$ cat src/rtl/vpd_pkg.sv
// ----------------------------------------------------------------------------
// vpd_pkg: shared types and constants of the vector pair distance block
// Holds the transfer payload structs, the metric codes and the fixed
// accumulator widths. These widths cover vectors of up to 65536 pairs.
// ----------------------------------------------------------------------------
package vpd_pkg;

    localparam int METRIC_W = 3;
    localparam int CNT_W    = 17;   // holds up to 65536 pairs
    localparam int TERM_W   = 35;   // one signed per-pair term
    localparam int SQ_W     = 31;   // a*a or b*b
    localparam int SUM_W    = 51;   // signed main sum
    localparam int NORM_W   = 47;   // unsigned sum of squares
    localparam int RAT_W    = 18;   // sum of pair counts
    localparam int NUM_W    = 67;   // dividend, main sum magnitude shifted by 16
    localparam int DEN_W    = 48;   // divisor, product of two roots
    localparam int ROOT_IN_W = 64;
    localparam int ROOT_W   = 32;
    localparam int NROOT_W  = 24;   // root of a norm sum
    localparam int FIFO_DEPTH = 2;

    localparam logic [METRIC_W-1:0] MET_HAMMING   = 3'd0;
    localparam logic [METRIC_W-1:0] MET_MANHATTAN = 3'd1;
    localparam logic [METRIC_W-1:0] MET_EUCLIDEAN = 3'd2;
    localparam logic [METRIC_W-1:0] MET_MATCHING  = 3'd3;
    localparam logic [METRIC_W-1:0] MET_JACCARD   = 3'd4;
    localparam logic [METRIC_W-1:0] MET_COSINE    = 3'd5;

    localparam logic signed [15:0] Q_ZERO = 16'sh0000;
    localparam logic signed [15:0] Q_ONE  = 16'sh0100;

    typedef struct packed {
        logic signed [15:0] elem_a;
        logic signed [15:0] elem_b;
        logic               last;
    } item_t;

    typedef struct packed {
        logic signed [31:0] distance;
        logic               no_denominator;
        logic               length_overflow;
    } result_t;

    // Closed sums of one vector pair, handed from the front to the back.
    typedef struct packed {
        logic [METRIC_W-1:0]     metric;
        logic signed [SUM_W-1:0] main_sum;
        logic [NORM_W-1:0]       norm_sum_a;
        logic [NORM_W-1:0]       norm_sum_b;
        logic [CNT_W-1:0]        count_zero_zero;
        logic [CNT_W-1:0]        count_zero_one;
        logic [CNT_W-1:0]        count_one_zero;
        logic [CNT_W-1:0]        count_one_one;
        logic                    overflow;
    } snap_t;

endpackage

$ cat src/rtl/vpd_front.sv
// ----------------------------------------------------------------------------
// vpd_front: per-pair accumulator
// Forms the per-pair terms in one stage and adds them into the sums in the
// next. The pair marked last closes the sums into a snapshot for the back.
// ----------------------------------------------------------------------------
module vpd_front
    import vpd_pkg::*;
#(
    parameter int MAX_LENGTH = 1024
)
(
    input  logic                clk,
    input  logic                rst_n,
    input  logic                push,
    input  item_t               item,
    input  logic [METRIC_W-1:0] metric,
    input  logic [1:0]          fifo_count,
    output logic                full,
    output logic                snap_push,
    output snap_t               snap
);

    logic                     s1_vld_reg;
    logic                     s1_last_reg;
    logic [METRIC_W-1:0]      s1_metric_reg;
    logic signed [TERM_W-1:0] s1_term_reg;
    logic [SQ_W-1:0]          s1_sqa_reg;
    logic [SQ_W-1:0]          s1_sqb_reg;
    logic                     s1_z00_reg, s1_z01_reg, s1_z10_reg, s1_z11_reg;

    logic signed [SUM_W-1:0]  main_reg, main_next;
    logic [NORM_W-1:0]        na_reg, na_next, nb_reg, nb_next;
    logic [CNT_W-1:0]         c00_reg, c00_next, c01_reg, c01_next;
    logic [CNT_W-1:0]         c10_reg, c10_next, c11_reg, c11_next;
    logic [CNT_W-1:0]         cnt_reg, cnt_next;
    logic                     ovf_reg, ovf_next;

    logic                     accept, take;
    logic signed [16:0]       diff;
    logic [16:0]              abs_diff;
    logic signed [33:0]       sq_diff;
    logic signed [31:0]       prod_ab, prod_aa, prod_bb;
    logic signed [TERM_W-1:0] term;

    // A closing pair in the first stage still has to land in the queue.
    assign full   = ({1'b0, fifo_count} + {2'b00, s1_vld_reg & s1_last_reg})
                    >= 3'(FIFO_DEPTH);
    assign accept = push & ~full;

    always_comb
    begin
        diff     = {item.elem_a[15], item.elem_a} - {item.elem_b[15], item.elem_b};
        abs_diff = diff[16] ? 17'(-diff) : 17'(diff);
        sq_diff  = diff * diff;
        prod_ab  = item.elem_a * item.elem_b;
        prod_aa  = item.elem_a * item.elem_a;
        prod_bb  = item.elem_b * item.elem_b;
        case (metric)
            MET_HAMMING:   term = (item.elem_a != item.elem_b) ? TERM_W'(1) : '0;
            MET_MANHATTAN: term = signed'({{(TERM_W-17){1'b0}}, abs_diff});
            MET_EUCLIDEAN: term = TERM_W'(sq_diff);
            MET_COSINE:    term = TERM_W'(prod_ab);
            default:       term = '0;
        endcase
    end

    always_ff @(posedge clk or negedge rst_n)
    begin
        if (!rst_n)
        begin
            s1_vld_reg <= 1'b0;
        end
        else
        begin
            s1_vld_reg <= accept;
        end
    end

    always_ff @(posedge clk)
    begin
        if (accept)
        begin
            s1_last_reg   <= item.last;
            s1_metric_reg <= metric;
            s1_term_reg   <= term;
            s1_sqa_reg    <= prod_aa[SQ_W-1:0];
            s1_sqb_reg    <= prod_bb[SQ_W-1:0];
            s1_z00_reg    <= (item.elem_a == Q_ZERO) && (item.elem_b == Q_ZERO);
            s1_z01_reg    <= (item.elem_a == Q_ZERO) && (item.elem_b == Q_ONE);
            s1_z10_reg    <= (item.elem_a == Q_ONE)  && (item.elem_b == Q_ZERO);
            s1_z11_reg    <= (item.elem_a == Q_ONE)  && (item.elem_b == Q_ONE);
        end
    end

    // Pairs past the length limit are dropped and only flagged.
    assign take = s1_vld_reg && (cnt_reg < CNT_W'(MAX_LENGTH));

    always_comb
    begin
        main_next = main_reg;
        na_next   = na_reg;
        nb_next   = nb_reg;
        c00_next  = c00_reg;
        c01_next  = c01_reg;
        c10_next  = c10_reg;
        c11_next  = c11_reg;
        cnt_next  = cnt_reg;
        ovf_next  = ovf_reg | (s1_vld_reg & ~take);
        if (take)
        begin
            main_next = main_reg + SUM_W'(s1_term_reg);
            na_next   = na_reg + NORM_W'(s1_sqa_reg);
            nb_next   = nb_reg + NORM_W'(s1_sqb_reg);
            c00_next  = c00_reg + CNT_W'(s1_z00_reg);
            c01_next  = c01_reg + CNT_W'(s1_z01_reg);
            c10_next  = c10_reg + CNT_W'(s1_z10_reg);
            c11_next  = c11_reg + CNT_W'(s1_z11_reg);
            cnt_next  = cnt_reg + CNT_W'(1);
        end
    end

    assign snap_push            = s1_vld_reg & s1_last_reg;
    assign snap.metric          = s1_metric_reg;
    assign snap.main_sum        = main_next;
    assign snap.norm_sum_a      = na_next;
    assign snap.norm_sum_b      = nb_next;
    assign snap.count_zero_zero = c00_next;
    assign snap.count_zero_one  = c01_next;
    assign snap.count_one_zero  = c10_next;
    assign snap.count_one_one   = c11_next;
    assign snap.overflow        = ovf_next;

    always_ff @(posedge clk or negedge rst_n)
    begin
        if (!rst_n)
        begin
            main_reg <= '0;
            na_reg   <= '0;
            nb_reg   <= '0;
            c00_reg  <= '0;
            c01_reg  <= '0;
            c10_reg  <= '0;
            c11_reg  <= '0;
            cnt_reg  <= '0;
            ovf_reg  <= 1'b0;
        end
        else if (snap_push)
        begin
            main_reg <= '0;
            na_reg   <= '0;
            nb_reg   <= '0;
            c00_reg  <= '0;
            c01_reg  <= '0;
            c10_reg  <= '0;
            c11_reg  <= '0;
            cnt_reg  <= '0;
            ovf_reg  <= 1'b0;
        end
        else
        begin
            main_reg <= main_next;
            na_reg   <= na_next;
            nb_reg   <= nb_next;
            c00_reg  <= c00_next;
            c01_reg  <= c01_next;
            c10_reg  <= c10_next;
            c11_reg  <= c11_next;
            cnt_reg  <= cnt_next;
            ovf_reg  <= ovf_next;
        end
    end

endmodule

$ cat config.mk
export PLATFORM = sky130hd
export DESIGN_NAME = vpd_front
export DESIGN_NICKNAME = d
export VERILOG_FILES = /design/src/rtl/vpd_pkg.sv /design/src/rtl/vpd_front.sv
export SDC_FILE = /design/constraint.sdc
export NUM_CORES = 2
export LEC_CHECK = 0
export BUFFER_PORTS_ARGS = -buffer_cell sky130_fd_sc_hd__buf_2
export CAP_MARGIN = 20
export CORE_AREA = 2 2 215 428
export DETAILED_ROUTE_END_ITERATION = 7
export DIE_AREA = 0 0 217 430
export PLACE_DENSITY_LB_ADDON = 0.05
export SYNTH_ARGS = -nofsm -noshare
export SYNTH_HDL_FRONTEND = slang
export SYNTH_SLANG_ARGS = --single-unit
$ cat constraint.sdc
create_clock -name clk -period 9.1 [get_ports clk]
set_input_delay 0.455 -clock clk [delete_from_list [all_inputs] [get_ports clk]]
set_output_delay 0.455 -clock clk [all_outputs]
set_load 0.03 [all_outputs]
==> results.tsv <==
stage	metric	value	unit
run_status	status	finished clean	
worst_hold_path	hold_depth	1	
critical_path	critPathSlowestCell	fa_1	
place	dp_cells	7605	
grt	antenna_found_initial	5	
logic_synthesis	synth_edf_count	102	
place	gp_congestion	1.02	
drt	top_layer	met5	
cts	ctsRootBufferMaster	clkbuf_16	
layout	syn_to_final_growth	7.27	%
layout	drive_gt1_share	7.83	%
layout	num-fill-cells	7599	
layout	final_cell_mix	inv_1, fa_1, nand2_1	
sta	rsz0062_at_grt	no	
critical_path	critPathLaunchType	input pin	
logic_synthesis	synth_warnings	0	
drt	wl_per_cell	20.8	um
logic_synthesis	yosysSeqAreaShare	15.5	%
drt	drt-total-wl	160000	um
drt	dr_wl_met3	7370	um
floorplan	dieArea	93300	um^2
logic_synthesis	synth-seq-cells	334	
critical_path	path_class	in2reg	
drt	first_iter_violations	2542	
place	port_buffers	259	
layout	regArea	8870	um^2
critical_path	end_kind	register	
drt	drtAntennaViolNets	0	
cts	clkSinkCount	334	
sta	max_freq	117	MHz
floorplan	die_x	217	um
drt	m1WireLength	54000	um
grt	overflow	0	
cts	h-tree-depth	2	
layout	nets	7990	
layout	multi_input_area	42800	um^2
floorplan	rows	156	
critical_path	cp_max_fo	6	
cts	clk_pin_slew	0.07	ns
grt	grtUsageTotal	35.5	%
grt	grt_pass1_vias	48600	
layout	fin_cells	7674	
logic_synthesis	synthFlopType	dfrtp_1	
logic_synthesis	synth_cell_types	86	
logic_synthesis	avgSynthCellArea	9.15	um^2
cts	cts.path.max_buffers	3	
layout	largest_register_ff_count	51	
logic_synthesis	syn_area	57200	um^2
sta	layout_min_cycle_time	8.55	ns
drt	vias	44100	
floorplan	coreArea	90200	um^2
grt	grt_max_degree	133	
cts	cts_post_setup_buffers_inserted	0	
sta	hold_viol	0	
grt	grt_pass1_wl	253000	um
critical_path	worst_path_most_repeated_cell	fa_1	
critical_path	crit_arrival	8.88	ns
logic_synthesis	synth-async-reset-ratio	69.5	%
sta	finalSetupViolations	0	
flow_run	drv_cap	0	
floorplan	ios	260	
cts	numCtsBuffers	35	
sta	finalSetupTns	0	ns
floorplan	start_util	63.4	%
drt	first_pass_iters	6	
critical_path	critPathRequiredTime	9.43	ns
worst_hold_path	worstHoldPathType	in2reg	
floorplan	die_h	430	um
sta	slew_viol_final	0	
logic_synthesis	synth_cells	6251	
sta	worst_pin_slew	1.11	ns
logic_synthesis	synth_nets	7783	
drt	wl_met2	84100	um
drt	drc	0	
cts	clock_latency	0.58	ns
critical_path	slowest_delay	0.53	ns
drt	vias_per_cell	5.74	
sta	period_share	94.0	%
sta	max_slew_margin	25.2	%
layout	layout_commonest_cell	inv_1	
sta	skew	0.0356	ns
critical_path	reg2reg_depth	12	
cts	cts_tree	built	
place	dpl.hpwl	130000	um
layout	fin_util	68.0	%
## logic make-up after synthesis
kind of cell | Yosys count | synth area share, %
and+or+nand+nor | 1745 | 14.1
DFF | 334 | 15.5
muxes | 18 | 0.348
adders and majority gates | 1491 | 45.7
xor gates and xnor gates | 365 | 5.62
AOI/OAI and AO/OA | 801 | 8.90
buffers and inverters | 1497 | 9.84
## metrics by stage
| step | setup slack [ns] | instance area (um^2) | hold WS, ns |
|---|---|---|---|
| 6_report | 0.548 | 61300 | 0.0612 |
| 5_1_grt | 0.0563 | 61300 | 0.0479 |
| 4_1_cts | 0.521 | 61300 | 0.0308 |
| 3_5_place_dp | -0.0901 | 60200 | 0.472 |
| 3_3_place_gp | -0.0201 | 60200 | 0.470 |
| 2_1_floorplan | 0.0558 | 57200 | 0.159 |
## cells in the mapped netlist, drive strengths merged (11+ instances only)
master	count	area (um^2)
a211oi	17	128
a21o	110	826
a21oi	264	1330
a22oi	11	87.6
a31oi	20	125
and2	241	1510
and3	41	257
buf	19	78.8
clkbuf	193	724
dfrtp	232	5810
edfxtp	102	3060
fa	997	20000
ha	494	6180
inv	1276	4790
mux2	15	169
nand2	733	2750
nand2b	44	275
nand3	84	425
nand4	49	307
nor2	380	1430
nor2b	36	225
nor3	42	215
nor4	17	106
o21a	34	255
o21ai	166	831
o21bai	34	255
o22ai	16	100
o31ai	21	171
or2	19	119
or3	21	136
xnor2	241	2130
xor2	124	1090
## layout make-up
| cell class | count | share of cell area (%) |
|---|---|---|
| inverter | 1285 | 7.86 |
| antenna | 4 | 0.0163 |
| clock inverter | 17 | 0.206 |
| sequential | 334 | 14.5 |
| multi-input combinational | 4420 | 69.7 |
| clock buffer | 47 | 1.65 |
| tap | 1185 | 2.42 |
| timing repair buffer | 382 | 3.70 |
## per-layer routing
metal | GRT usage [%] | vias up
met2 | 65.1 | 1322
met5 | 0 | -
met4 | 26.3 | 4
met3 | 3.94 | 576
met1 | 37.0 | 22300
li1 | - | 19900
## what timing repair did
action,in CTS,in global routing
endpoints found under the setup margin,0,2
hold endpoints to repair,100,0
hold buffers,1,0
resized for setup,0,1
## worst max-delay path, delay by kind of cell
family | cells | cell delay [ns]
fa+ha+maj | 9 | 3.91
compound gates | 11 | 2.60
simple gates | 6 | 1.04
buf+inv | 8 | 0.71
xor+xnor | 1 | 0.15
## final timing paths
check                         startpoint         endpoint  slack, ns
setup / recovery                item[17]  s1_term_reg[33]       0.55
hold / removal                   item[0]      s1_last_reg       0.06
setup reg to reg           s1_sqb_reg[2]       nb_reg[27]       4.98
hold reg to reg              cnt_reg[14]      cnt_reg[14]       0.49
max in group asynchronous          rst_n      main_reg[3]       7.25
min in group asynchronous          rst_n       nb_reg[44]       0.48
Power is not shown: default switching activity piles up to over one toggle a cycle in this logic, so the estimate is an artifact.
