### config.mk
export PLATFORM = sky130hd
export DESIGN_NAME = vpd_back
export DESIGN_NICKNAME = d
export VERILOG_FILES = /design/src/rtl/vpd_pkg.sv /design/src/rtl/vpd_isqrt.sv /design/src/rtl/vpd_div.sv /design/src/rtl/vpd_back.sv
export SDC_FILE = /design/constraint.sdc
export NUM_CORES = 2
export LEC_CHECK = 0
export BUFFER_PORTS_ARGS = -buffer_cell sky130_fd_sc_hd__buf_4
export CAP_MARGIN = 10
export CELL_PAD_IN_SITES_DETAIL_PLACEMENT = 1
export CELL_PAD_IN_SITES_GLOBAL_PLACEMENT = 1
export CORE_MARGIN = 5
export CORE_UTILIZATION = 54
export DETAILED_ROUTE_END_ITERATION = 8
export GPL_TIMING_DRIVEN = 0
export PLACE_DENSITY_LB_ADDON = 0.1
export SLEW_MARGIN = 20
export SYNTH_ARGS = -nofsm -noshare
export SYNTH_HDL_FRONTEND = slang
export SYNTH_HIERARCHICAL = 1
export SYNTH_SLANG_ARGS = --single-unit
### constraint.sdc
create_clock -name clk -period 22 [get_ports clk]
set_input_delay 1.1 -clock clk [delete_from_list [all_inputs] [get_ports clk]]
set_output_delay 1.1 -clock clk [all_outputs]
set_load 0.02 [all_outputs]
### src/rtl/vpd_pkg.sv
// ----------------------------------------------------------------------------
// vpd_pkg: shared types and constants of the vector pair distance block
// Holds the transfer payload structs, the metric codes and the fixed
// accumulator widths. These widths cover vectors of up to 65536 pairs.
// ----------------------------------------------------------------------------
package vpd_pkg;

    localparam int METRIC_W = 3;
    localparam int CNT_W    = 17;   // holds up to 65536 pairs
    localparam int TERM_W   = 35;   // one signed per-pair term
    localparam int SQ_W     = 31;   // a*a or b*b
    localparam int SUM_W    = 51;   // signed main sum
    localparam int NORM_W   = 47;   // unsigned sum of squares
    localparam int RAT_W    = 18;   // sum of pair counts
    localparam int NUM_W    = 67;   // dividend, main sum magnitude shifted by 16
    localparam int DEN_W    = 48;   // divisor, product of two roots
    localparam int ROOT_IN_W = 64;
    localparam int ROOT_W   = 32;
    localparam int NROOT_W  = 24;   // root of a norm sum
    localparam int FIFO_DEPTH = 2;

    localparam logic [METRIC_W-1:0] MET_HAMMING   = 3'd0;
    localparam logic [METRIC_W-1:0] MET_MANHATTAN = 3'd1;
    localparam logic [METRIC_W-1:0] MET_EUCLIDEAN = 3'd2;
    localparam logic [METRIC_W-1:0] MET_MATCHING  = 3'd3;
    localparam logic [METRIC_W-1:0] MET_JACCARD   = 3'd4;
    localparam logic [METRIC_W-1:0] MET_COSINE    = 3'd5;

    localparam logic signed [15:0] Q_ZERO = 16'sh0000;
    localparam logic signed [15:0] Q_ONE  = 16'sh0100;

    typedef struct packed {
        logic signed [15:0] elem_a;
        logic signed [15:0] elem_b;
        logic               last;
    } item_t;

    typedef struct packed {
        logic signed [31:0] distance;
        logic               no_denominator;
        logic               length_overflow;
    } result_t;

    // Closed sums of one vector pair, handed from the front to the back.
    typedef struct packed {
        logic [METRIC_W-1:0]     metric;
        logic signed [SUM_W-1:0] main_sum;
        logic [NORM_W-1:0]       norm_sum_a;
        logic [NORM_W-1:0]       norm_sum_b;
        logic [CNT_W-1:0]        count_zero_zero;
        logic [CNT_W-1:0]        count_zero_one;
        logic [CNT_W-1:0]        count_one_zero;
        logic [CNT_W-1:0]        count_one_one;
        logic                    overflow;
    } snap_t;

endpackage

### src/rtl/vpd_isqrt.sv
// ----------------------------------------------------------------------------
// vpd_isqrt: iterative integer square root
// Floor square root of a 64-bit value, two radicand bits per cycle.
// ----------------------------------------------------------------------------
module vpd_isqrt
    import vpd_pkg::*;
(
    input  logic                 clk,
    input  logic                 rst_n,
    input  logic                 start,
    input  logic [ROOT_IN_W-1:0] value,
    output logic                 done,
    output logic [ROOT_W-1:0]    root
);

    logic [ROOT_IN_W-1:0] v_reg, res_reg, bit_reg, trial;
    logic                 run_reg, done_reg;

    assign trial = res_reg + bit_reg;
    assign done  = done_reg;
    assign root  = res_reg[ROOT_W-1:0];

    always_ff @(posedge clk or negedge rst_n)
    begin
        if (!rst_n)
        begin
            run_reg  <= 1'b0;
            done_reg <= 1'b0;
        end
        else
        begin
            done_reg <= run_reg && (bit_reg == ROOT_IN_W'(1));
            if (start)
            begin
                run_reg <= 1'b1;
            end
            else if (run_reg && (bit_reg == ROOT_IN_W'(1)))
            begin
                run_reg <= 1'b0;
            end
        end
    end

    always_ff @(posedge clk)
    begin
        if (start)
        begin
            v_reg   <= value;
            res_reg <= '0;
            bit_reg <= ROOT_IN_W'(1) << (ROOT_IN_W - 2);
        end
        else if (run_reg)
        begin
            if (v_reg >= trial)
            begin
                v_reg   <= v_reg - trial;
                res_reg <= (res_reg >> 1) + bit_reg;
            end
            else
            begin
                res_reg <= res_reg >> 1;
            end
            bit_reg <= bit_reg >> 2;
        end
    end

endmodule

### src/rtl/vpd_div.sv
// ----------------------------------------------------------------------------
// vpd_div: restoring divider
// Unsigned quotient, one quotient bit per cycle.
// ----------------------------------------------------------------------------
module vpd_div
    import vpd_pkg::*;
(
    input  logic             clk,
    input  logic             rst_n,
    input  logic             start,
    input  logic [NUM_W-1:0] num,
    input  logic [DEN_W-1:0] den,
    output logic             done,
    output logic [NUM_W-1:0] quotient
);

    localparam int STEP_W = $clog2(NUM_W + 1);

    logic [DEN_W:0]     rem_reg, rem_shift;
    logic [NUM_W-1:0]   quo_reg;
    logic [DEN_W-1:0]   den_reg;
    logic [STEP_W-1:0]  step_reg;
    logic               run_reg, done_reg, last_step;

    assign rem_shift = {rem_reg[DEN_W-1:0], quo_reg[NUM_W-1]};
    assign last_step = (step_reg == STEP_W'(NUM_W - 1));
    assign done      = done_reg;
    assign quotient  = quo_reg;

    always_ff @(posedge clk or negedge rst_n)
    begin
        if (!rst_n)
        begin
            run_reg  <= 1'b0;
            done_reg <= 1'b0;
            step_reg <= '0;
        end
        else
        begin
            done_reg <= run_reg && last_step;
            if (start)
            begin
                run_reg  <= 1'b1;
                step_reg <= '0;
            end
            else if (run_reg)
            begin
                step_reg <= step_reg + STEP_W'(1);
                if (last_step)
                begin
                    run_reg <= 1'b0;
                end
            end
        end
    end

    always_ff @(posedge clk)
    begin
        if (start)
        begin
            rem_reg <= '0;
            quo_reg <= num;
            den_reg <= den;
        end
        else if (run_reg)
        begin
            if (rem_shift >= {1'b0, den_reg})
            begin
                rem_reg <= rem_shift - {1'b0, den_reg};
                quo_reg <= {quo_reg[NUM_W-2:0], 1'b1};
            end
            else
            begin
                rem_reg <= rem_shift;
                quo_reg <= {quo_reg[NUM_W-2:0], 1'b0};
            end
        end
    end

endmodule

### src/rtl/vpd_back.sv
// ----------------------------------------------------------------------------
// vpd_back: result sequencer
// Takes one snapshot at a time, runs the root and divide units as the
// metric needs, and holds the finished result in the output register.
// ----------------------------------------------------------------------------
module vpd_back
    import vpd_pkg::*;
(
    input  logic    clk,
    input  logic    rst_n,
    input  snap_t   snap,
    input  logic    snap_empty,
    output logic    snap_pop,
    input  logic    pop,
    output logic    empty,
    output result_t result
);

    localparam logic [2:0] ST_IDLE = 3'd0;
    localparam logic [2:0] ST_SQA  = 3'd1;
    localparam logic [2:0] ST_SQB  = 3'd2;
    localparam logic [2:0] ST_MUL  = 3'd3;
    localparam logic [2:0] ST_DIV  = 3'd4;
    localparam logic [2:0] ST_DONE = 3'd5;

    logic [2:0]              state_reg, state_next;
    logic [METRIC_W-1:0]     metric_reg;
    logic signed [SUM_W-1:0] main_reg;
    logic [NORM_W-1:0]       nb_reg;
    logic                    ovf_reg;
    logic [NROOT_W-1:0]      ra_reg;
    logic [DEN_W-1:0]        den_reg;
    logic signed [31:0]      dist_reg, dist_next;
    logic                    nodiv_reg, nodiv_next;
    logic                    res_vld_reg;
    result_t                 result_reg;

    logic                    sq_start, sq_done, div_start, div_done;
    logic [ROOT_IN_W-1:0]    sq_val;
    logic [ROOT_W-1:0]       sq_root;
    logic [NUM_W-1:0]        div_num, quo;
    logic [DEN_W-1:0]        div_den;
    logic [RAT_W-1:0]        rat_num, rat_den;
    logic [SUM_W-1:0]        mag;
    logic [16:0]             q_clamp;
    logic                    out_free;

    vpd_isqrt u_isqrt (
        .clk   (clk),
        .rst_n (rst_n),
        .start (sq_start),
        .value (sq_val),
        .done  (sq_done),
        .root  (sq_root)
    );

    vpd_div u_div (
        .clk      (clk),
        .rst_n    (rst_n),
        .start    (div_start),
        .num      (div_num),
        .den      (div_den),
        .done     (div_done),
        .quotient (quo)
    );

    assign out_free = ~res_vld_reg | pop;
    assign mag      = main_reg[SUM_W-1] ? SUM_W'(-main_reg) : SUM_W'(main_reg);
    assign q_clamp  = (quo > NUM_W'(65536)) ? 17'd65536 : quo[16:0];

    always_comb
    begin
        if (snap.metric == MET_JACCARD)
        begin
            rat_num = RAT_W'(snap.count_one_one);
        end
        else
        begin
            rat_num = RAT_W'(snap.count_zero_zero) + RAT_W'(snap.count_one_one);
        end
        rat_den = rat_num + RAT_W'(snap.count_zero_one) + RAT_W'(snap.count_one_zero);
    end

    always_comb
    begin
        state_next = state_reg;
        dist_next  = dist_reg;
        nodiv_next = nodiv_reg;
        snap_pop   = 1'b0;
        sq_start   = 1'b0;
        sq_val     = ROOT_IN_W'(snap.main_sum);
        div_start  = 1'b0;
        div_num    = NUM_W'({rat_num, 16'h0000});
        div_den    = DEN_W'(rat_den);
        case (state_reg)
            ST_IDLE:
            begin
                if (!snap_empty)
                begin
                    snap_pop   = 1'b1;
                    nodiv_next = 1'b0;
                    dist_next  = '0;
                    state_next = ST_DONE;
                    case (snap.metric)
                        MET_HAMMING:
                        begin
                            dist_next = snap.main_sum[31:0];
                        end
                        MET_MANHATTAN:
                        begin
                            // Signed compare: a sum mixed with other metric
                            // terms can be negative and is then passed through.
                            if (snap.main_sum > $signed(SUM_W'(32'h7FFF_FFFF)))
                            begin
                                dist_next = 32'sh7FFF_FFFF;
                            end
                            else
                            begin
                                dist_next = snap.main_sum[31:0];
                            end
                        end
                        MET_EUCLIDEAN:
                        begin
                            sq_start   = 1'b1;
                            state_next = ST_SQA;
                        end
                        MET_MATCHING, MET_JACCARD:
                        begin
                            if (rat_den == '0)
                            begin
                                nodiv_next = 1'b1;
                            end
                            else
                            begin
                                div_start  = 1'b1;
                                state_next = ST_DIV;
                            end
                        end
                        MET_COSINE:
                        begin
                            sq_start   = 1'b1;
                            sq_val     = ROOT_IN_W'(snap.norm_sum_a);
                            state_next = ST_SQA;
                        end
                        default:
                        begin
                            dist_next = '0;
                        end
                    endcase
                end
            end
            ST_SQA:
            begin
                if (sq_done)
                begin
                    if (metric_reg == MET_EUCLIDEAN)
                    begin
                        dist_next  = sq_root;
                        state_next = ST_DONE;
                    end
                    else
                    begin
                        sq_start   = 1'b1;
                        sq_val     = ROOT_IN_W'(nb_reg);
                        state_next = ST_SQB;
                    end
                end
            end
            ST_SQB:
            begin
                if (sq_done)
                begin
                    state_next = ST_MUL;
                end
            end
            ST_MUL:
            begin
                if (den_reg == '0)
                begin
                    nodiv_next = 1'b1;
                    state_next = ST_DONE;
                end
                else
                begin
                    div_start  = 1'b1;
                    div_num    = NUM_W'({mag, 16'h0000});
                    div_den    = den_reg;
                    state_next = ST_DIV;
                end
            end
            ST_DIV:
            begin
                if (div_done)
                begin
                    if (metric_reg == MET_COSINE)
                    begin
                        dist_next = main_reg[SUM_W-1] ? -32'(q_clamp) : 32'(q_clamp);
                    end
                    else
                    begin
                        dist_next = quo[31:0];
                    end
                    state_next = ST_DONE;
                end
            end
            ST_DONE:
            begin
                if (out_free)
                begin
                    state_next = ST_IDLE;
                end
            end
            default:
            begin
                state_next = ST_IDLE;
            end
        endcase
    end

    always_ff @(posedge clk or negedge rst_n)
    begin
        if (!rst_n)
        begin
            state_reg   <= ST_IDLE;
            res_vld_reg <= 1'b0;
        end
        else
        begin
            state_reg <= state_next;
            if ((state_reg == ST_DONE) && out_free)
            begin
                res_vld_reg <= 1'b1;
            end
            else if (pop)
            begin
                res_vld_reg <= 1'b0;
            end
        end
    end

    always_ff @(posedge clk)
    begin
        dist_reg  <= dist_next;
        nodiv_reg <= nodiv_next;
        if (snap_pop)
        begin
            metric_reg <= snap.metric;
            main_reg   <= snap.main_sum;
            nb_reg     <= snap.norm_sum_b;
            ovf_reg    <= snap.overflow;
        end
        if ((state_reg == ST_SQA) && sq_done)
        begin
            ra_reg <= sq_root[NROOT_W-1:0];
        end
        if ((state_reg == ST_SQB) && sq_done)
        begin
            den_reg <= ra_reg * sq_root[NROOT_W-1:0];
        end
        if ((state_reg == ST_DONE) && out_free)
        begin
            result_reg.distance        <= dist_reg;
            result_reg.no_denominator  <= nodiv_reg;
            result_reg.length_overflow <= ovf_reg;
        end
    end

    assign empty  = ~res_vld_reg;
    assign result = result_reg;

endmodule

==> results.json <==
{
  "antenna_found_initial": 15,
  "synth_edf_count": 420,
  "synth_cell_types": 114,
  "critPathKind": "register to register",
  "cap_violations": 0,
  "hold_violations": 0,
  "die_w_microns": 342,
  "fill_cells": 12800,
  "setup_viol": 0,
  "finalCritPeriodShare_pct": 40.2,
  "critPathSlowestCell": "clkbuf_1",
  "io_pins": 257,
  "timing.fmax_ghz": 0.113,
  "wl_per_cell_microns": 28.3,
  "cp_cell_sequence": "buf_4, clkbuf_1, nand2_1, fa_1, fa_1, inv_1, fa_1, fa_1, fa_1, fa_1, inv_1, fa_1, inv_1, ha_1, clkbuf_1, nand2_1, o21ai_1, o211ai_1, or3_1, o21bai_1, a21o_1, a21boi_1, mux2i_1, nand2_1",
  "clock_path_buffers": 3,
  "drive_gt1_share_pct": 9.51,
  "critPathLaunchType": "register",
  "die_h_microns": 342,
  "coreArea_sq_um": 109000,
  "arrival_ns": 9.23,
  "start_util_pct": 54.5,
  "cp_common_cell": "fa_1",
  "post_cts_resized": 0,
  "grt_pass1_wl_microns": 356000,
  "largest_register_ffs": 67,
  "grtUsageTotal_pct": 40.3,
  "status": "completed",
  "vias": 54500,
  "cts_tree": "done",
  "cts-root-buf": "clkbuf_16",
  "cp-end-kind": "register",
  "min_path_type": "input port to asynchronous set/reset pin",
  "clock_latency_ns": 0.66,
  "crit_path_max_fanout": 10,
  "dr.first_iter.drc_count": 4936,
  "synth-seq-area-share_pct": 26.7,
  "finClkSkew_ns": 0.0297,
  "synth_flop_cell": "edfxtp_1",
  "rsz0062_at_grt": "no",
  "grt_max_degree": 55,
  "grt.overflow.total": 0,
  "drv_slew": 0,
  "multi_input_area_sq_um": 39100,
  "place.gp.congestion": 0.990,
  "clk_pin_slew_worst_paths_ns": 0.06,
  "drt-total-wl_microns": 241000,
  "rows": 121,
  "numCtsBuffers": 73,
  "postRouteAntennaNets": 0,
  "cts-hold-fix-buffers": 0,
  "register_area_sq_um": 15900,
  "ys_async_sr_fraction_pct": 2.59,
  "syn_to_final_growth_pct": 11.0,
  "postSynthAreaPerCell_sq_um": 8.93,
  "drc": 0,
  "rrSetupSlack_ns": 13.15,
  "tightest_slew_ns": 1.25,
  "r2r_start": "u_isqrt/res_reg[9]",
  "r2r_cells": 24,
  "vias_per_cell": 6.41,
  "period_needed_ns": 8.85,
  "critical_path_required_ns": 22.38,
  "post-cts-setup-buffers": 0,
  "r2r_end": "den_reg[45]",
  "hpwl_microns": 191000,
  "slowest_delay_ns": 0.78,
  "syn_inst": 6650,
  "die_area_sq_um": 117000,
  "grt_pass1_vias": 57500,
  "setup-tns-final_ns": 0,
  "synth-seq-cells": 579,
  "htree_levels": 3,
  "nets": 8129,
  "slew_headroom_pct": 16.7,
  "portBuffers": 256,
  "syn_area_sq_um": 59400,
  "clkSinkCount": 579,
  "crit_family": "adder cells",
  "yosysWarnings": 6,
  "drt-pass1-iter-count": 6,
  "cp_num_buf_inv": 6
}
==> routing by layer <==
metal	vias up	track usage (%)	part of all wire [%]
met5	-	0	0.0083
met4	2	21.4	6.1
met3	730	9.18	9.1
met2	2724	64.5	46
met1	27500	51.1	39
li1	23500	-	-
==> Yosys cell counts (all sizes together), types with 53 or more instances <==
master	number	area, sq um
o21ai	340	1740
clkbuf	299	1130
o21bai	53	398
mux2i	53	531
nor2	406	1570
ha	389	4870
a311oi	58	564
a31oi	64	400
mux2	84	950
a21oi	329	1680
nand4	90	578
buf	82	521
nor4	57	363
dfxtp	144	2880
nand3	107	536
fa	503	10100
a21o	94	706
a22oi	60	450
a211oi	58	465
nand2	862	3250
nor3	80	405
edfxtp	420	12600
xor2	142	1240
xnor2	147	1290
and2	372	2330
inv	767	2880
==> kinds of logic (layout without fill, tap and decap cells) <==
logic type,after synthesis,in the layout,share of synthesized area (%)
compound gates,1406,1406,15.9
xor+xnor,289,289,4.26
fa+ha+maj,892,892,25.2
buf+inv,1149,1558,7.63
flops,579,579,26.7
mux,137,137,2.49
other cells,1,33,0.00632
simple gates,2197,2197,17.8
==> stage by stage <==
step | hold slack (ns) | std cells | util, % | instance area (sq um) | worst slack [ns]
after floorplan | 0.400 | 6665 | - | 59400 | 12.39
after global placement | 0.405 | 8335 | 57.9 | 63100 | 7.84
after detailed placement | 0.406 | 8355 | 58.2 | 63400 | 12.70
after CTS | 0.327 | 8488 | 60.4 | 65800 | 13.35
after global routing | 0.340 | 8497 | 60.4 | 65800 | 12.98
final | 0.352 | 8505 | 60.4 | 65900 | 13.15
==> cells in the final DEF (no fill, tap or decap), types with 18 or more instances in the layout <==
master | netlist | final
nor4_1 | 56 | 54
fa_1 | 503 | 503
ha_1 | 389 | 389
dfxtp_1 | 144 | 144
inv_1 | 766 | 765
buf_2 | 29 | 34
nand2b_1 | 27 | 27
mux2i_1 | 53 | 52
a31oi_1 | 64 | 64
a221oi_1 | 22 | 22
a21oi_1 | 325 | 325
a21o_1 | 94 | 94
nor2b_1 | 28 | 28
nand2_1 | 860 | 860
or2_2 | 19 | 18
o31ai_1 | 41 | 41
o21ai_0 | 276 | 275
nor3_1 | 79 | 76
clkbuf_1 | 296 | 310
a22oi_1 | 60 | 60
and2_1 | 370 | 370
o21a_1 | 46 | 46
a211oi_1 | 52 | 52
clkbuf_16 | 0 | 73
a31o_2 | 23 | 23
or3_1 | 37 | 37
o21ai_1 | 55 | 55
buf_4 | 33 | 297
xnor2_1 | 147 | 147
and3_1 | 48 | 48
xor2_1 | 142 | 142
nor2_1 | 400 | 399
o21bai_1 | 53 | 53
edfxtp_1 | 420 | 420
mux2_2 | 83 | 83
a311oi_1 | 49 | 49
o211ai_1 | 39 | 39
nand3_1 | 107 | 107
nand4_1 | 89 | 89
==> area by class of cell <==
class	instances	share of cell area, %
multi-input combinational	4937	59.3
sequential	579	24.1
inverter	768	4.38
timing repair buffer	276	3.33
clock buffer	90	2.92
tap	1414	2.69
buffer	381	2.50
clock inverter	43	0.699
antenna	17	0.0646
==> worst max path at each step <==
stage                        start            endpoint  slack [ns]  cells after the start
6_report        u_isqrt/res_reg[9]         den_reg[45]       13.15                     24
5_1_grt        u_isqrt/res_reg[11]         den_reg[44]       12.98                     25
4_1_cts                  snap[215]   u_div/rem_reg[43]       13.35                     25
3_5_place_dp             snap[215]  u_div/quotient[61]       12.70                     25
3_3_place_gp   u_isqrt/res_reg[10]   u_isqrt/v_reg[58]        7.84                     21
2_1_floorplan  u_isqrt/res_reg[10]    u_isqrt/v_reg[0]       12.39                     21
Power is not shown: default switching activity piles up to over one toggle a cycle in this logic, so the estimate is an artifact.
