$ cat config.mk
export PLATFORM = sky130hd
export DESIGN_NAME = vpd_fifo
export DESIGN_NICKNAME = d
export VERILOG_FILES = /design/src/rtl/vpd_pkg.sv /design/src/rtl/vpd_fifo.sv
export SDC_FILE = /design/constraint.sdc
export NUM_CORES = 1
export LEC_CHECK = 0
export BUFFER_PORTS_ARGS = -buffer_cell sky130_fd_sc_hd__buf_2
export CAP_MARGIN = 30
export CORE_MARGIN = 4
export CORE_UTILIZATION = 52
export CTS_CLUSTER_SIZE = 10
export DETAILED_ROUTE_END_ITERATION = 8
export PLACE_DENSITY_LB_ADDON = 0.3
export SYNTH_ARGS = -nofsm -noshare
export SYNTH_HDL_FRONTEND = slang
export SYNTH_SLANG_ARGS = --single-unit
$ cat constraint.sdc
create_clock -name clk -period 12.45 [get_ports clk]
set_input_delay 0.6225 -clock clk [delete_from_list [all_inputs] [get_ports clk]]
set_output_delay 0.6225 -clock clk [all_outputs]
set_load 0.05 [all_outputs]
$ cat src/rtl/vpd_pkg.sv
// ----------------------------------------------------------------------------
// vpd_pkg: shared types and constants of the vector pair distance block
// Holds the transfer payload structs, the metric codes and the fixed
// accumulator widths. These widths cover vectors of up to 65536 pairs.
// ----------------------------------------------------------------------------
package vpd_pkg;

    localparam int METRIC_W = 3;
    localparam int CNT_W    = 17;   // holds up to 65536 pairs
    localparam int TERM_W   = 35;   // one signed per-pair term
    localparam int SQ_W     = 31;   // a*a or b*b
    localparam int SUM_W    = 51;   // signed main sum
    localparam int NORM_W   = 47;   // unsigned sum of squares
    localparam int RAT_W    = 18;   // sum of pair counts
    localparam int NUM_W    = 67;   // dividend, main sum magnitude shifted by 16
    localparam int DEN_W    = 48;   // divisor, product of two roots
    localparam int ROOT_IN_W = 64;
    localparam int ROOT_W   = 32;
    localparam int NROOT_W  = 24;   // root of a norm sum
    localparam int FIFO_DEPTH = 2;

    localparam logic [METRIC_W-1:0] MET_HAMMING   = 3'd0;
    localparam logic [METRIC_W-1:0] MET_MANHATTAN = 3'd1;
    localparam logic [METRIC_W-1:0] MET_EUCLIDEAN = 3'd2;
    localparam logic [METRIC_W-1:0] MET_MATCHING  = 3'd3;
    localparam logic [METRIC_W-1:0] MET_JACCARD   = 3'd4;
    localparam logic [METRIC_W-1:0] MET_COSINE    = 3'd5;

    localparam logic signed [15:0] Q_ZERO = 16'sh0000;
    localparam logic signed [15:0] Q_ONE  = 16'sh0100;

    typedef struct packed {
        logic signed [15:0] elem_a;
        logic signed [15:0] elem_b;
        logic               last;
    } item_t;

    typedef struct packed {
        logic signed [31:0] distance;
        logic               no_denominator;
        logic               length_overflow;
    } result_t;

    // Closed sums of one vector pair, handed from the front to the back.
    typedef struct packed {
        logic [METRIC_W-1:0]     metric;
        logic signed [SUM_W-1:0] main_sum;
        logic [NORM_W-1:0]       norm_sum_a;
        logic [NORM_W-1:0]       norm_sum_b;
        logic [CNT_W-1:0]        count_zero_zero;
        logic [CNT_W-1:0]        count_zero_one;
        logic [CNT_W-1:0]        count_one_zero;
        logic [CNT_W-1:0]        count_one_one;
        logic                    overflow;
    } snap_t;

endpackage

$ cat src/rtl/vpd_fifo.sv
// ----------------------------------------------------------------------------
// vpd_fifo: snapshot queue between front and back
// A two-entry queue of closed sums so both sides can stall on their own.
// ----------------------------------------------------------------------------
module vpd_fifo
    import vpd_pkg::*;
(
    input  logic       clk,
    input  logic       rst_n,
    input  logic       wr,
    input  snap_t      wr_data,
    input  logic       rd,
    output snap_t      rd_data,
    output logic       empty,
    output logic [1:0] count
);

    snap_t      mem_reg [FIFO_DEPTH];
    logic       wr_ptr_reg, rd_ptr_reg;
    logic [1:0] count_reg;

    assign empty   = (count_reg == 2'd0);
    assign count   = count_reg;
    assign rd_data = mem_reg[rd_ptr_reg];

    always_ff @(posedge clk)
    begin
        if (wr)
        begin
            mem_reg[wr_ptr_reg] <= wr_data;
        end
    end

    always_ff @(posedge clk or negedge rst_n)
    begin
        if (!rst_n)
        begin
            wr_ptr_reg <= 1'b0;
            rd_ptr_reg <= 1'b0;
            count_reg  <= 2'd0;
        end
        else
        begin
            if (wr)
            begin
                wr_ptr_reg <= ~wr_ptr_reg;
            end
            if (rd)
            begin
                rd_ptr_reg <= ~rd_ptr_reg;
            end
            count_reg <= count_reg + 2'(wr) - 2'(rd);
        end
    end

endmodule

==> impl_metrics.toml, run 1 <==
[status]
status = "finished, final reports clean"

[cts]
cts.sinks = 438
clock_path_buffers = 3
cts_buffers = 50
ctsHoldBuffers = 1
cts_root_buffer = "clkbuf_16"
htree_levels = 2
cts_tree = "yes"
ctsResizeCount = 0
cts.clk_slew.worst_paths_ns = 0.05
clk_latency_ns = 0.53
postCtsSetupBuffers = 0

[worst_setup_path]
startpoint = "rd_ptr_reg"
worstPathRequired_ns = 11.83
crit_type = "flop to output pin"
worst-path-max-fanout = 54
endpoint_kind = "output pin"
timing.rr.start = "wr_ptr_reg"
worstPathArrival_ns = 3.66
start_kind = "flop"

[global_route]
grt_max_degree = 75
antenna_found_initial = 11
grt_pass1_wl_mm = 48.1
grt_usage_pct = 18.5
overflow = 0
grt_pass1_vias = 8432

[synthesis]
synth_flop_cell = "edfxtp_1"
synth-compound-area-share_pct = 0
synthCells = 689
synthDistinctLibCells = 15
syn-cell-area_um2 = 16300
yosys.area_share.simple_pct = 0.0999
synth_seq_area_share_pct = 80.7
ys_seq_elements = 438
synth.area.top_cells = "edfxtp_1 80%, mux2_4 9.2%, mux2_2 8.1%"
synth_xor_area_share_pct = 0.254
synth_top_cell_by_area = "edfxtp_1"
synth-edff-count = 434
syn_avg_cell_area_um2 = 23.6
netlist.area_leader.share_pct = 80.1
async_flop_share_pct = 0.913
yosys-top-cells-count = "434 x edfxtp_1, 117 x mux2_2, 100 x mux2_4"
ys_warn_count = 0
synth_top_family_by_area = "multiplexers"
synth_nets = 912
synth_most_common_cell = "edfxtp_1"
synthAdderAreaFrac_pct = 0.154
synth.area.mux_share_pct = 17.3

[flow_run]
cap_violations = 0

[routing]
drt_first_iter_violations = 473
ant_nets = 0
vias = 8039
drc_errors = 0
wl_per_cell_um = 21.0
totalWireLength_mm = 33.3
firstDrtPassIters = 4
vias_per_cell = 5.07

[timing]
hold_viol = 0
rsz0062_at_grt = "no"
clock.fmax_mhz = 234
setup_tns_ns = 0
drv_slew = 0
setup_viol = 0
fin_crit_ns = 4.28
relSlewSlack_pct = 34.6
period_share_pct = 34.4
hold_slack_ns = 0.270
finClkSkew_ns = 0.0133
tightest_slew_ns = 0.981

[layout]
largest_register_ff_count = 434
fillers = 2089
drive_gt1_share_pct = 61.4
fin_nets = 1392
area_growth_pct = 24.8

[die]
coreArea_um2 = 30700
initial_core_util_pct = 52.9
die_area_um2 = 34200
io_pins = 441
die_w_um = 185
fp.dieH_um = 185
rows = 64

[min_path]
worstHoldPathType = "input pin to flop"
min_from = "wr_data[21]"

[power]
powerDensity_nw_per_um2 = 277
irDropWorstVdd_uv = 213
p_leak_nw = 7.95

[place]
place.gp.congestion = 0.803
io_buffers = 440
hpwl_mm = 23.0
area by class of cell:
type | count | area (µm²) | share of cell area, %
Antenna cell | 9 | 22.5 | 0.111
Clock buffer | 63 | 1360 | 6.71
Clock inverter | 2 | 38.8 | 0.191
Inverter | 2 | 7.51 | 0.0370
Multi-Input combinational cell | 225 | 2910 | 14.3
Sequential cell | 438 | 13100 | 64.7
Tap cell | 396 | 495 | 2.44
Timing Repair Buffer | 452 | 2340 | 11.5
where the power goes:
group          switching, mW  internal, mW
Sequential             0.100          1.96
Clock                  0.500         0.774
Combinational           1.62         0.665
cell families after synthesis:
kind of cell / Yosys count
adder cells (fa/ha/maj): 2
flip-flops: 438
XOR/XNOR: 3
AND/OR/NAND/NOR: 3
buffers and inverters: 26
multiplexers: 217
per-stage QoR:
step	worst slack, ns	utilization (%)	power, mW	cell area (µm²)	std cells
after floorplan	1.65	-	4.03	16300	689
after detailed placement	8.59	61.2	4.38	18800	1510
after global placement	8.63	61.2	4.36	18800	1509
after global routing	7.96	66.0	5.84	20300	1582
final	8.17	66.1	5.62	20300	1587
after CTS	8.01	65.8	5.67	20200	1576
routing by layer:
metal  track usage [%]  vias up  routed length [µm]  part of all wire [%]
li1                  -     3708                   -                     -
met1              21.9     3899               12200                    37
met2              30.7      364               16400                    49
met3              8.03       62                3770                    11
met4              5.78        6                 880                   2.6
met5                 0        -                  46                  0.14
layout by cell type, fill, tap and decap left out, drive strengths merged:
cell type,synthesis,routed
buf,24,451
edfxtp,434,434
mux2,217,217
clkbuf,0,63
diode,0,9
dfrtp,4,4
inv,2,3
xor2,2,2
ha,2,2
xor3,1,1
and2,1,1
nor2,1,1
nor2b,1,1
bufinv,0,1
dlygate4sd3,0,1
path summary, 6_finish.rpt:
check	end	slack, ns	cells past startpoint
setup / recovery	rd_data[197]	8.17	5
hold / removal	mem_reg[0][21]	0.27	1
setup reg to reg	mem_reg[0][135]	9.24	3
hold reg to reg	wr_ptr_reg	0.59	1
max in group asynchronous	rd_ptr_reg	11.90	2
min in group asynchronous	rd_ptr_reg	0.42	2
worst max-delay path, stage by stage, from the launching register on:
cell and delay (ns):
dfrtp_4 0.89, buf_4 0.72, buf_4 0.56, buf_12 0.32
mux2_2 0.37, buf_2 0.21
Power figures use the tool's default switching activity.
==> run 2: changes to the inputs <==
Settings changed: ABC_AREA from default to 1.
Clock period 12.45 ns to 4.15 ns, I/O delays scaled along.
==> run 2 against run 1 <==
Wire length grew 25%. Critical path type unchanged. Non-clock buffer count grew 229. Combinational power rose to 3.4 times the previous value. Total power grew to 3.2 times the previous value. Sequential power increased to 3.0 times the previous value. Flip-flop and latch count did not move. Synthesized cell count increased by 68%. Cell count rose by 42%. Hold slack better by 0.13 ns. Global-route usage rose by 5.1 points. Critical path depth down 1. Die area fell by 0.41%.
==> impl_metrics.toml, run 2 <==
[layout]
fillers = 1868
area_growth_pct = 38.8
drive_gt1_share_pct = 27.8
final_common_cell = "buf_2"
largest_register_ff_count = 434
fin_nets = 2065
postLayoutCoreUtil_pct = 73.4
stdcell_count = 2259
final_cell_mix = "440 x buf_2, 434 x edfxtp_1, 223 x inv_1, 223 x nand2_1, 221 x dlygate4sd3_1"

[cts]
cts.clk_slew.worst_paths_ns = 0.05
cts_buffers = 50
cts_tree = "yes"
htree_levels = 2
clock_path_buffers = 3
clk_latency_ns = 0.53
postCtsSetupBuffers = 0
cts.sinks = 438
cts_root_buffer = "clkbuf_16"

[global_route]
grt_usage_pct = 23.6
antenna_found_initial = 5
gr-usage-met2_pct = 41.6
grt_pass1_wl_mm = 62.2
grt_pass1_vias = 12000
grtUsageMet1_pct = 26.9
overflow = 0
grt_max_degree = 178
use_met3_pct = 6.18
busiest_layer = "met2"

[die]
fp.dieH_um = 185
initial_core_util_pct = 52.9
io_pins = 441
die_area_um2 = 34100
coreArea_um2 = 30700
die_w_um = 185
rows = 64

[power]
comb_power_share_pct = 43.5
pwr-share-clk_pct = 21.5
seqPwrFrac_pct = 35.0
power_switching_mw = 8.07
powerDensity_nw_per_um2 = 788
p_int_mw = 9.66
irDropWorstVdd_uv = 875
switching_share_pct = 45.5
p_leak_nw = 9.61
total_power_mw = 17.7

[synthesis]
synth_top_cell_by_area = "edfxtp_1"
yosys-top-cells-count = "434 x edfxtp_1, 224 x inv_1, 223 x nand2_1"
synth_flop_cell = "edfxtp_1"
synthCells = 1157
synth_most_common_cell = "edfxtp_1"
synthDistinctLibCells = 13
ys_warn_count = 0
synth_seq_area_share_pct = 81.0
async_flop_share_pct = 0.913
syn-cell-area_um2 = 16200
synth-edff-count = 434
ys_seq_elements = 438
netlist.area_leader.share_pct = 80.4
syn_avg_cell_area_um2 = 14.0
synth.area.top_cells = "edfxtp_1 80%, inv_1 5.2%, nand2_1 5.2%"
synth_nets = 1380

[status]
status = "finished, final reports clean"

[place]
place_ws_ns = 1.97
dp.cells = 1965
io_buffers = 440
place.gp.congestion = 0.794
hpwl_mm = 25.1

[routing]
vias_per_cell = 5.03
drt_first_iter_violations = 852
wl_per_cell_um = 18.3
vias = 11400
ant_nets = 0
firstDrtPassIters = 5
drc_errors = 0
totalWireLength_mm = 41.4

[timing]
fin_crit_ns = 2.78
tightest_slew_ns = 0.995
clock.fmax_mhz = 359
setup_tns_ns = 0
finClkSkew_ns = 0.00842
period_share_pct = 67.1
setup_viol = 0
setup_slack_ns = 1.37
drv_slew = 0
hold_viol = 0
rsz0062_at_grt = "no"
relSlewSlack_pct = 33.7

[worst_setup_path]
start_kind = "flop"
worstPathArrival_ns = 2.58
crit_type = "flop to output pin"
worst-path-max-fanout = 86
endpoint_kind = "output pin"
worstPathRequired_ns = 3.94

[min_path]
worstHoldPathType = "input pin to flop"

[flow_run]
cap_violations = 0
run 2: cell count changes after synthesis, sizes merged, moves of 3 or more:
cell,change
inv,+222
o21ai,+217
mux2,-217
clkbuf,+21
buf,+3
nand2,+223
run 2: power groups by stage:
stage          registers [mW]  logic, mW  clock network [mW]
2_1_floorplan            6.24       5.66                   0
3_5_place_dp             6.28       7.48                   0
5_1_grt                  6.28       8.11                4.09
4_1_cts                  6.19       7.68                3.88
3_3_place_gp             6.23       7.40                   0
6_report                 6.20       7.71                3.81
run 2: path summary, 6_finish.rpt:
kind	start	endpoint	slack (ns)	depth (start not counted)
hold reg to reg	wr_ptr_reg	wr_ptr_reg	0.56	1
max in group asynchronous	rst_n	rd_ptr_reg	3.36	3
min in group asynchronous	rst_n	count[0]	0.58	3
setup reg to reg	wr_ptr_reg	mem_reg[1][85]	2.31	3
setup / recovery	rd_ptr_reg	rd_data[119]	1.37	4
hold / removal	wr_data[198]	mem_reg[0][198]	0.40	2
run 2: layout make-up:
cell class | instances | area [µm²] | area share, %
flip-flops and latches | 438 | 13100 | 58.4
repair buffers | 681 | 4640 | 20.6
multi-input cells | 447 | 1990 | 8.82
clock buffers | 66 | 1380 | 6.11
inverters | 224 | 845 | 3.75
well taps | 396 | 495 | 2.20
diodes | 6 | 15.0 | 0.0667
clock inverters | 1 | 8.76 | 0.0389
run 2: critical path, cell delays in order (launching register included):
cell     delay (ns)
dfrtp_4        0.99
buf_4          0.50
nand2_1        0.10
o21ai_1        0.14
buf_2          0.30
run 2: metal layers:
metal,wire length (µm),vias to the layer above
met5,13,-
met1,14500,5362
met4,1930,2
met2,21200,586
li1,-,5267
met3,3830,135
run 2: logic make-up (layout without fill, tap and decap cells):
group                    after synthesis  in the layout  share of synthesized area [%]
flip-flops                           438            438                           81.0
buffers and inverters                272            972                           6.78
AND/OR/NAND/NOR                      226            226                           5.24
AO/OA/AOI/OAI                        217            217                           6.70
adder cells (fa/ha/maj)                2              2                          0.154
XOR/XNOR                               2              2                          0.108
other                                  0              6                              0
run 2: stage by stage:
step | cell area (µm²) | hold slack (ns)
floorplan | 16200 | -0.0881
global placement | 18900 | 0.0162
detailed placement | 18900 | 0.0216
CTS | 22500 | 0.367
global route | 22500 | 0.381
finish | 22500 | 0.397
run 2: what timing repair did:
action	4_1_cts	5_1_grt
hold endpoints to repair	441	0
hold buffers	221	0
resized for setup	0	0
endpoints found under the setup margin	0	0
==> run 3: changes to the inputs <==
Settings changed: CORE_UTILIZATION 52 to 47.
Clock period 4.15 ns to 2.4 ns, I/O delays scaled along.
==> run 3 against run 2 <==
Die area increased by 10%. Cell count grew 2.8%. Wire length decreased by 2.5%. Register-to-register slack got worse by 1.5 ns.
==> impl_metrics.toml, run 3 (synthesis results as in run 2) <==
[global_route]
grt_usage_pct = 21.0
overflow = 0
grt_pass1_vias = 11800
grt_pass1_wl_mm = 62.5
grt_max_degree = 118
antenna_found_initial = 2

[timing]
clock.fmax_mhz = 435
setup_slack_ns = 0.0993
fin_crit_ns = 2.30
drv_slew = 0
rsz0062_at_grt = "no"
tightest_slew_ns = 0.718
relSlewSlack_pct = 52.1
setup_tns_ns = 0
finClkSkew_ns = 0.0134
hold_viol = 0
setup_viol = 0
period_share_pct = 95.9
hold_slack_ns = 0.285

[worst_setup_path]
start_kind = "flop"
worst_path_most_repeated_cell = "buf_12"
worstPathRequired_ns = 2.28
max_stage_delay_ns = 0.54
worst-path-max-fanout = 43
crit_type = "flop to output pin"
worstPathArrival_ns = 2.18
cp_slowest_cell = "dfrtp_4"
endpoint_kind = "output pin"
crit_path_cell_trace = "buf_12 -> buf_12 -> o21ai_0 -> buf_2"

[cts]
cts.sinks = 438
cts_tree = "yes"
htree_levels = 2
cts_root_buffer = "clkbuf_16"
cts.clk_slew.worst_paths_ns = 0.05
clk_latency_ns = 0.56
clock_path_buffers = 3
cts_buffers = 50

[die]
rows = 67
die_w_um = 194
initial_core_util_pct = 48.0
io_pins = 441
fp.dieH_um = 194
coreArea_um2 = 33800
die_area_um2 = 37500

[power]
total_power_mw = 30.9
powerDensity_nw_per_um2 = 1360
p_leak_nw = 9.72
irDropWorstVdd_uv = 1120

[layout]
final_cell_area_um2 = 22800
multi_input_area_um2 = 1990
final_cell_mix = "437 x buf_2, 434 x edfxtp_1, 223 x inv_1"
drive_gt1_share_pct = 28.5
final_common_cell = "buf_2"
largest_register_ff_count = 434
postLayoutCoreUtil_pct = 67.4
stdcell_count = 2323
area_growth_pct = 40.5
seqCellArea_um2 = 13100
fin_nets = 2081
fillers = 2247

[place]
place.gp.congestion = 0.865
placed_area_um2 = 19100
dp.cells = 2030
hpwl_mm = 24.9
io_buffers = 440
place_ws_ns = 0.546

[status]
status = "finished, final reports clean"

[routing]
ant_nets = 0
vias = 11200
drc_errors = 0
firstDrtPassIters = 4
drt_first_iter_violations = 617
wl_per_cell_um = 17.4
vias_per_cell = 4.81
totalWireLength_mm = 40.4

[flow_run]
cap_violations = 0

[min_path]
worstHoldPathType = "input pin to flop"
## run 3: changes by cell type in the layout (fill, tap and decap cells not counted), sizes merged
cell,before,now
bufinv,0,1
clkbuf,66,64
clkinv,0,2
diode,6,2
buf,460,475
## run 3: worst max-delay path: cells and delay by family (launching register included)
| kind | cells | cell delay (ns) |
|---|---|---|
| buffers and inverters | 3 | 0.73 |
| DFF | 1 | 0.54 |
| AOI/OAI and AO/OA | 1 | 0.33 |
## run 3: layout make-up
class                           instances  area share [%]
Clock inverter                          4           0.203
Antenna cell                            2          0.0220
Sequential cell                       438            57.7
Tap cell                              448            2.46
Timing Repair Buffer                  697            21.4
Inverter                              224            3.71
Clock buffer                           63            5.80
Multi-Input combinational cell        447            8.73
## run 3: path summary, 6_finish.rpt
check / cells past startpoint / to / slack (ns) / start
hold / removal: 2 / mem_reg[1][177] / 0.29 / wr_data[177]
max in group asynchronous: 3 / rd_ptr_reg / 1.70 / rst_n
setup reg to reg: 3 / mem_reg[1][201] / 0.79 / wr_ptr_reg
setup / recovery: 4 / rd_data[153] / 0.1 / rd_ptr_reg
min in group asynchronous: 3 / count[0] / 0.50 / rst_n
hold reg to reg: 1 / wr_ptr_reg / 0.56 / wr_ptr_reg
## run 3: layer usage
| metal | up-vias | track usage (%) | part of all wire, % |
|---|---|---|---|
| met1 | 5261 | 24.7 | 37 |
| li1 | 5309 | - | - |
| met2 | 507 | 35.9 | 50 |
| met4 | 0 | 9.57 | 4.2 |
| met3 | 102 | 5.99 | 8.9 |
| met5 | - | 0 | 0 |
## run 3: timing repair
item | in CTS | in global routing
endpoints found under the hold margin | 441 | 0
buffers inserted | 1 | 2
setup endpoints to repair | 9 | 13
hold buffers | 221 | 0
gates resized for setup | 2 | 3
pin swaps | 0 | 0
## run 3: power by group
part | switching (mW) | leakage, nW | total, mW | internal [mW]
clock network | 2.66 | 0.664 | 6.56 | 3.90
registers | 0.384 | 4.12 | 10.5 | 10.2
logic | 10.9 | 4.94 | 13.8 | 2.93
total | 13.9 | 9.72 | 30.9 | 17.0
